`src/hw/rtl/tpt_pkg.sv`:
```
// ----------------------------------------------------------------------------
// tpt_pkg
// Shared types, constants and fixed-point helpers for the Twiss transport.
// ----------------------------------------------------------------------------
package tpt_pkg;

  localparam int unsigned Q_W       = 32;  // Q16.16 word
  localparam int unsigned FRAC_BITS = 16;
  localparam int unsigned PROD_W    = 2 * Q_W;
  localparam int unsigned SUM_W     = Q_W + 3;  // room for three terms, one doubled
  localparam int unsigned NUM_REGS  = 8;
  localparam int unsigned REG_IDX_W = $clog2(NUM_REGS);
  localparam int unsigned APB_AW    = REG_IDX_W + 2;
  localparam int unsigned APB_DW    = 32;
  localparam int unsigned PIPE_DEPTH = 4;

  localparam logic signed [Q_W-1:0] Q_MAX = {1'b0, {(Q_W-1){1'b1}}};
  localparam logic signed [Q_W-1:0] Q_MIN = {1'b1, {(Q_W-1){1'b0}}};
  localparam logic signed [Q_W-1:0] Q_ONE = Q_W'(1) << FRAC_BITS;
  localparam logic signed [PROD_W-1:0] ROUND_HALF = PROD_W'(1) << (FRAC_BITS - 1);

  typedef enum logic [REG_IDX_W-1:0] {
    REG_BETA_X0       = 3'd0,
    REG_BETA_Y0       = 3'd1,
    REG_ALPHA_X0      = 3'd2,
    REG_ALPHA_Y0      = 3'd3,
    REG_GAMMA_X0      = 3'd4,
    REG_GAMMA_Y0      = 3'd5,
    REG_DISP_X0       = 3'd6,
    REG_DISP_SLOPE_X0 = 3'd7
  } reg_idx_e;

  typedef struct packed {
    logic signed [Q_W-1:0] r11;
    logic signed [Q_W-1:0] r12;
    logic signed [Q_W-1:0] r21;
    logic signed [Q_W-1:0] r22;
    logic signed [Q_W-1:0] r33;
    logic signed [Q_W-1:0] r34;
    logic signed [Q_W-1:0] r43;
    logic signed [Q_W-1:0] r44;
    logic signed [Q_W-1:0] disp_term_x;
    logic signed [Q_W-1:0] disp_slope_term_x;
    logic                  last_in;
  } in_item_t;

  typedef struct packed {
    logic signed [Q_W-1:0] beta_x;
    logic signed [Q_W-1:0] beta_y;
    logic signed [Q_W-1:0] alpha_x;
    logic signed [Q_W-1:0] alpha_y;
    logic signed [Q_W-1:0] gamma_x;
    logic signed [Q_W-1:0] gamma_y;
    logic signed [Q_W-1:0] disp_x;
    logic signed [Q_W-1:0] disp_slope_x;
    logic                  last_out;
  } out_item_t;

  typedef struct packed {
    logic signed [Q_W-1:0] beta_x0;
    logic signed [Q_W-1:0] beta_y0;
    logic signed [Q_W-1:0] alpha_x0;
    logic signed [Q_W-1:0] alpha_y0;
    logic signed [Q_W-1:0] gamma_x0;
    logic signed [Q_W-1:0] gamma_y0;
    logic signed [Q_W-1:0] disp_x0;
    logic signed [Q_W-1:0] disp_slope_x0;
  } cfg_t;

  // Full product to Q16.16: add half an LSB, arithmetic shift (floor), saturate.
  function automatic logic signed [Q_W-1:0] q_round(input logic signed [PROD_W-1:0] p);
    logic signed [PROD_W-1:0] q;
    q = (p + ROUND_HALF) >>> FRAC_BITS;
    if (q > PROD_W'(Q_MAX)) begin
      return Q_MAX;
    end else if (q < PROD_W'(Q_MIN)) begin
      return Q_MIN;
    end
    return q[Q_W-1:0];
  endfunction

  function automatic logic signed [Q_W-1:0] q_sat(input logic signed [SUM_W-1:0] v);
    if (v > SUM_W'(Q_MAX)) begin
      return Q_MAX;
    end else if (v < SUM_W'(Q_MIN)) begin
      return Q_MIN;
    end
    return v[Q_W-1:0];
  endfunction

endpackage

```
`src/hw/rtl/tpt_cfg_regs.sv`:
```
// ----------------------------------------------------------------------------
// tpt_cfg_regs
// APB register file holding the initial Twiss set.
// ----------------------------------------------------------------------------
module tpt_cfg_regs (
  input  logic                         clk_i,
  input  logic                         rst_ni,
  input  logic                         psel,
  input  logic                         penable,
  input  logic                         pwrite,
  input  logic [tpt_pkg::APB_AW-1:0]   paddr,
  input  logic [tpt_pkg::APB_DW-1:0]   pwdata,
  output logic [tpt_pkg::APB_DW-1:0]   prdata,
  output logic                         pready,
  output tpt_pkg::cfg_t                cfg_o
);
  import tpt_pkg::*;

  cfg_t     cfg_q, cfg_d;
  reg_idx_e idx;
  logic     wr_en;

  assign pready = 1'b1;
  assign idx    = reg_idx_e'(paddr[APB_AW-1:2]);
  assign wr_en  = psel & penable & pwrite & pready;

  always_comb begin
    cfg_d = cfg_q;
    if (wr_en) begin
      case (idx)
        REG_BETA_X0:       cfg_d.beta_x0       = pwdata;
        REG_BETA_Y0:       cfg_d.beta_y0       = pwdata;
        REG_ALPHA_X0:      cfg_d.alpha_x0      = pwdata;
        REG_ALPHA_Y0:      cfg_d.alpha_y0      = pwdata;
        REG_GAMMA_X0:      cfg_d.gamma_x0      = pwdata;
        REG_GAMMA_Y0:      cfg_d.gamma_y0      = pwdata;
        REG_DISP_X0:       cfg_d.disp_x0       = pwdata;
        REG_DISP_SLOPE_X0: cfg_d.disp_slope_x0 = pwdata;
        default:           cfg_d = cfg_q;
      endcase
    end
  end

  always_comb begin
    case (idx)
      REG_BETA_X0:       prdata = cfg_q.beta_x0;
      REG_BETA_Y0:       prdata = cfg_q.beta_y0;
      REG_ALPHA_X0:      prdata = cfg_q.alpha_x0;
      REG_ALPHA_Y0:      prdata = cfg_q.alpha_y0;
      REG_GAMMA_X0:      prdata = cfg_q.gamma_x0;
      REG_GAMMA_Y0:      prdata = cfg_q.gamma_y0;
      REG_DISP_X0:       prdata = cfg_q.disp_x0;
      REG_DISP_SLOPE_X0: prdata = cfg_q.disp_slope_x0;
      default:           prdata = '0;
    endcase
  end

  always_ff @(posedge clk_i or negedge rst_ni) begin
    if (!rst_ni) begin
      cfg_q.beta_x0       <= Q_ONE;
      cfg_q.beta_y0       <= Q_ONE;
      cfg_q.alpha_x0      <= '0;
      cfg_q.alpha_y0      <= '0;
      cfg_q.gamma_x0      <= Q_ONE;
      cfg_q.gamma_y0      <= Q_ONE;
      cfg_q.disp_x0       <= '0;
      cfg_q.disp_slope_x0 <= '0;
    end else begin
      cfg_q <= cfg_d;
    end
  end

  assign cfg_o = cfg_q;

endmodule

```
`config.mk`:
```
export PLATFORM = sky130hd
export DESIGN_NAME = tpt_cfg_regs
export DESIGN_NICKNAME = d
export VERILOG_FILES = /design/src/hw/rtl/tpt_pkg.sv /design/src/hw/rtl/tpt_cfg_regs.sv
export SDC_FILE = /design/constraint.sdc
export NUM_CORES = 1
export LEC_CHECK = 0
export BUFFER_PORTS_ARGS = -buffer_cell sky130_fd_sc_hd__buf_2
export CELL_PAD_IN_SITES_DETAIL_PLACEMENT = 1
export CELL_PAD_IN_SITES_GLOBAL_PLACEMENT = 1
export CORE_ASPECT_RATIO = 0.7
export CORE_UTILIZATION = 38
export DETAILED_ROUTE_END_ITERATION = 7
export HOLD_SLACK_MARGIN = 0.05
export PLACE_DENSITY = 0.77
export SYNTH_ARGS = -nofsm -noshare
export SYNTH_HDL_FRONTEND = slang
export SYNTH_SLANG_ARGS = --single-unit
```
`constraint.sdc`:
```
create_clock -name clk_i -period 1 [get_ports clk_i]
set_input_delay 0 -clock clk_i [delete_from_list [all_inputs] [get_ports clk_i]]
set_output_delay 0 -clock clk_i [all_outputs]
set_load 0.01 [all_outputs]
```
==> run_results.csv, run 1 <==
group,metric,value,unit
synth,syn-num-nets,862,
cts,cts_made_buffers,28,
synth,seq_area_frac_synth,0.555,
sta,relSlewSlack,0.647,
global_route,grt_overflow,0,
floorplanning,core_region_area,0.0300,mm2
global_route,antenna_found_initial,0,
floorplanning,start_util,0.386,
setup_path,critPathCaptureType,"output pin",
synth,yosys_warnings,0,
cells_and_area,fillers,2799,
floorplanning,die-area,0.0311,mm2
power,ir_drop,1.33,mV
cts,htree_levels,1,
synth,synth_xor_xnor_area_share,0,
cts,cts_buffer_depth,3,
routing,dr.pass1.iters,6,
power,power_density,2140,mW/mm2
global_route,grt_pass1_wl,77300,um
cts,cts_tree,"done",
placed_design,post-dp-hpwl,31200,um
routing,drtAntennaViolNets,0,
floorplanning,io-pin-count,331,
setup_path,startpoint_type,"flip-flop",
synth,postSynthAreaPerCell,14.1,um2
sta,final_max_slew_viol_count,0,
power,power,0.0428,W
sta,setup_viol_count_final,346,
setup_path,r2r_cells,4,
cts,clkTransAtPathRegs,80,ps
synth,synth_cell_types,28,
setup_path,r2r_start,"cfg_o[101]",
cts,cts_root_buffer,"clkbuf_16",
synth,synthAdderAreaFrac,0,
placed_design,pre_cts_slack,-459,ps
routing,remaining_drc_errors,0,
sta,hold_ws,-63.3,ps
cts,clkLatencyLatePin,550,ps
cts,cts_sinks,256,
sta,layout_setup_ws,-900,ps
routing,drtIter0Drc,629,
synth,ys_ff_latch,256,
placed_design,dp.cells,1706,
sta,fin_worst_skew,0,ps
cells_and_area,fin_cells,1909,
sta,maxClockFrequency,526,MHz
cells_and_area,layout_commonest_cell,"buf_6",
run_status,violations,"hold timing, setup timing",
synth,synth_top_family_by_area,"multiplexers",
global_route,first_global_vias,11600,
routing,vias,10700,
routing,vias_per_cell,5.61,
cells_and_area,syn2layout_area_growth,73.3,%
cells_and_area,final_nets,1516,
setup_path,rrSetupSlack,-180,ps
sta,finalHoldViolations,24,
synth,ys_top_cells_by_area,"dfrtp_1, mux2_2, mux2i_1",
routing,drt-total-wl,59000,um
setup_path,slowest_delay,400,ps
floorplanning,dieWidth,210,um
synth,syn_inst,820,
placed_design,port_buffers,327,
sta,timing.final.crit_period,1900,ps
synth,synth_compound_area_frac,0.0665,
synth,synth_area,0.0116,mm2
sta,rsz0062_at_grt,"yes",
synth,muxShareOfSynthArea,0.331,
cells_and_area,largest_reg_flops,256,
setup_path,path_buf_inv,1,
setup_path,crit_type,"reg -> out",
setup_path,crit_slowest_cell,"dfrtp_1",
setup_path,required,1000,ps
run,cap_violations,0,
synth,synth_top_area_cell,"dfrtp_1",
setup_path,crit_chain,"nand2b_1, a22oi_1, a31oi_2, buf_2",
sta,worstMarginPinSlew,529,ps
cells_and_area,drive_gt1_frac,0.675,
floorplanning,fp.dieH,148,um
cells_and_area,seq_area,0.00641,mm2
routing,wl_per_cell,30.9,um
global_route,grt_max_degree,43,
synth,synthSimpleGateAreaFrac,0.0133,
setup_path,crit_arrival,1900,ps
setup_path,cp_max_fo,2,
synth,synth_top_area_frac,0.546,
placed_design,place.gp.congestion,0.844,
cts,cts_hold_buf,33,
setup_path,r2r_end,"cfg_o[101]",
global_route,grt.total_usage,0.335,
power,p_leak,9.90,nW
min_path,min_path_type,"in -> async",
floorplanning,num_rows,53,
run_status,status,"finished, violations left",
cells_and_area,multi_input_comb_area,0.00531,mm2
sta,finalCritPeriodShare,1.90,
setup_path,cp_top_family,"compound AO/OA/AOI/OAI gates",
cells_and_area,layout_common_cells,"buf_6, dfrtp_1, mux2_2",
[logic make-up after synthesis]
family                 after synthesis
and+or+nand+nor                     25
AOI/OAI and AO/OA                   98
buffers and inverters               90
DFF                                256
muxes                              350
other                                1
[cells in the mapped netlist]
cell type	n
o22a_1	31
nor2_1	9
nor3_2	1
nand4_1	1
a221oi_1	29
nor3b_1	3
mux2i_1	94
nand2b_1	4
mux2_1	36
a211o_1	1
or3_1	2
nor2b_1	2
o22ai_1	31
conb_1	1
a211oi_1	2
buf_2	34
dfstp_2	4
buf_4	4
mux2_2	220
a22oi_1	1
clkbuf_1	18
a21oi_1	1
inv_1	30
buf_1	4
nand2_1	2
dfrtp_1	252
nand4b_4	1
a31oi_1	2
[worst max-delay path by stage]
stage / startpoint / to / slack, ps / cells after the start
global route: cfg_o[97] / prdata[1] / -950 / 4
finish: cfg_o[173] / prdata[13] / -900 / 4
floorplan: paddr[3] / cfg_o[224] / -330 / 6
detailed placement: paddr[2] / cfg_o[116] / -460 / 5
global placement: paddr[4] / cfg_o[26] / -430 / 6
CTS: cfg_o[112] / prdata[16] / -730 / 4
[per-layer routing]
metal / global-route usage / up-vias / part of all wire
li1: - / 4338 / -
met1: 0.413 / 5607 / 0.38
met2: 0.558 / 553 / 0.49
met3: 0.0788 / 204 / 0.072
met4: 0.154 / 0 / 0.057
met5: 0 / - / 0
[timing repair]
action                     in CTS  in global routing
buffers inserted               83                135
pin swaps                      16                 23
hold endpoints to repair      512                 24
setup endpoints to repair     288                303
gates resized for setup       335                175
[through the flow]
step | area [um2] | hold slack, ps | setup TNS (ps) | util
finish | 20000 | -63.3 | -73760 | 0.668
global placement | 15700 | -78.1 | -103570 | 0.522
detailed placement | 15700 | -74.3 | -112410 | 0.522
CTS | 18800 | -58.5 | -64730 | 0.628
global route | 20000 | -47.3 | -83550 | 0.668
floorplan | 12000 | -296 | -62680 | -
[area by class of cell]
type	instances	share of cell area
antenna	1	0.000125
timing repair buffer	684	0.330
multi-input combinational	474	0.265
clock inverter	12	0.00962
inverter	30	0.00562
sequential	256	0.320
tap	412	0.0257
clock buffer	40	0.0428
[where the power goes]
part / total [W] / internal [W] / switching [W]
clock: 0.0121 / 0.00726 / 0.00481
sequential: 0.0145 / 0.0124 / 0.00207
combinational: 0.0163 / 0.00948 / 0.00679
(Power assumes the default switching activity.)
==> run 2, diff against run 1 <==
Settings changed: ABC_CLOCK_PERIOD_IN_PS from default to 1000, REMOVE_ABC_BUFFERS from default to 1.
==> run_results.csv, run 2 (synthesized netlist as in run 1, its figures left out) <==
group,metric,value,unit
global_route,antenna_found_initial,0,
power,p_int,0.0269,W
setup_path,cp_max_fo,2,
sta,timing.final.crit_period,1770,ps
routing,drtAntennaViolNets,0,
power,switching_share,0.323,
sta,maxClockFrequency,565,MHz
setup_path,cp_top_family,"flip-flops",
setup_path,crit_slowest_cell,"dfstp_2",
floorplanning,num_rows,53,
cts,cts_sinks,256,
cells_and_area,fin_cells,1844,
global_route,grt_pass1_wl,72000,um
sta,fin_worst_skew,0,ps
power,p_leak,9.23,nW
min_path,min_path_type,"in -> async",
global_route,first_global_vias,10900,
setup_path,required,1000,ps
cells_and_area,drive_gt1_frac,0.641,
setup_path,critPathCaptureType,"output pin",
power,power,0.0398,W
floorplanning,io-pin-count,331,
placed_design,post-dp-hpwl,29800,um
global_route,grt_overflow,0,
floorplanning,core_region_area,0.0300,mm2
cells_and_area,fillers,2882,
routing,vias_per_cell,5.61,
routing,remaining_drc_errors,0,
cts,clkLatencyLatePin,540,ps
power,p_clk_frac,0.269,
setup_path,crit_arrival,1770,ps
setup_path,startpoint_type,"flip-flop",
floorplanning,fp.dieH,148,um
sta,finalHoldViolations,29,
sta,rsz0062_at_grt,"yes",
placed_design,port_buffers,327,
routing,dr.pass1.iters,5,
global_route,grt.total_usage,0.312,
power,power_density,2110,mW/mm2
sta,finalCritPeriodShare,1.77,
cts,cts_made_buffers,27,
cells_and_area,layout_common_cells,"buf_6, dfrtp_1, mux2_2",
cells_and_area,syn2layout_area_growth,63.2,%
run_status,violations,"hold timing, setup timing",
routing,drtIter0Drc,629,
run_status,status,"finished, violations left",
placed_design,dp.cells,1676,
cts,htree_levels,1,
cells_and_area,layout_commonest_cell,"buf_6",
sta,final_max_slew_viol_count,0,
cts,cts_hold_buf,33,
placed_design,pre_cts_slack,-623,ps
cells_and_area,final_nets,1456,
routing,drt-total-wl,55900,um
sta,worstMarginPinSlew,914,ps
sta,finalSetupTns,-65520,ps
routing,vias,10300,
setup_path,slowest_delay,570,ps
placed_design,place.gp.congestion,0.851,
cells_and_area,largest_reg_flops,256,
cts,clkTransAtPathRegs,70,ps
setup_path,crit_type,"reg -> out",
global_route,grt_max_degree,50,
sta,layout_setup_ws,-770,ps
power,power_frac_comb,0.368,
sta,relSlewSlack,0.389,
power,ir_drop,1.58,mV
power,pwr-share-seq,0.363,
floorplanning,die-area,0.0311,mm2
run,cap_violations,0,
floorplanning,dieWidth,210,um
cts,cts_root_buffer,"clkbuf_16",
floorplanning,start_util,0.386,
sta,hold_ws,-46.2,ps
sta,setup_viol_count_final,334,
cts,cts_buffer_depth,3,
power,net-switching-power,0.0128,W
cts,cts_tree,"done",
setup_path,crit_chain,"mux2i_2, a221oi_2, o22a_1, buf_6",
routing,wl_per_cell,30.3,um
setup_path,path_buf_inv,1,
-- run 2: final timing paths --
path / cells after the start / end / start / slack, ps
setup reg to reg: 4 / cfg_o[90] / cfg_o[90] / -190
max in group asynchronous: 3 / cfg_o[64] / rst_ni / 400
hold / removal: 2 / cfg_o[151] / rst_ni / -50
setup / recovery: 4 / prdata[16] / cfg_o[80] / -770
hold reg to reg: 1 / cfg_o[133] / cfg_o[133] / 520
min in group clk_i: 5 / cfg_o[242] / penable / 300
-- run 2: per-layer routing --
layer  wire length [um]  vias to the layer above  track usage
li1                   -                     4218            -
met1              21600                     5420        0.396
met2              27400                      539        0.517
met3               4490                      164       0.0833
met4               2440                        0        0.108
met5                  0                        -            0
-- run 2: per-stage QoR --
step | utilization | instance area [um2]
finish | 0.629 | 18900
global route | 0.629 | 18900
CTS | 0.602 | 18000
detailed placement | 0.503 | 15100
global placement | 0.503 | 15100
floorplan | - | 11300
-- run 2: worst reg2reg max path, stage by stage (launching register included) --
cell and delay (ps):
dfrtp_1 400, buf_6 130, buf_4 130, buf_4 140
mux2_2 270
-- run 2: power groups by stage --
stage | Combinational, W | Clock [W] | Sequential (W)
after floorplan | 0.00299 | 0 | 0.0149
after global placement | 0.00950 | 0 | 0.0139
after detailed placement | 0.00980 | 0 | 0.0140
after CTS | 0.0127 | 0.0106 | 0.0141
after global routing | 0.0152 | 0.0112 | 0.0146
final | 0.0146 | 0.0107 | 0.0145
-- run 2: layout make-up --
| class | count | area [um2] | area share |
|---|---|---|---|
| flip-flops and latches | 256 | 6410 | 0.340 |
| well taps | 412 | 515 | 0.0273 |
| multi-input cells | 475 | 5060 | 0.268 |
| diodes | 1 | 2.50 | 0.000133 |
| clock buffers | 40 | 835 | 0.0443 |
| inverters | 30 | 113 | 0.00597 |
| repair buffers | 624 | 5840 | 0.310 |
| clock inverters | 6 | 80.1 | 0.00425 |
-- run 2: timing repair --
| action | CTS | global route |
|---|---|---|
| gates resized for setup | 351 | 111 |
| buffers inserted | 64 | 113 |
| pin swaps | 20 | 28 |
| gates cloned | 1 | 0 |
| hold endpoints to repair | 512 | 29 |
| endpoints found under the setup margin | 288 | 288 |
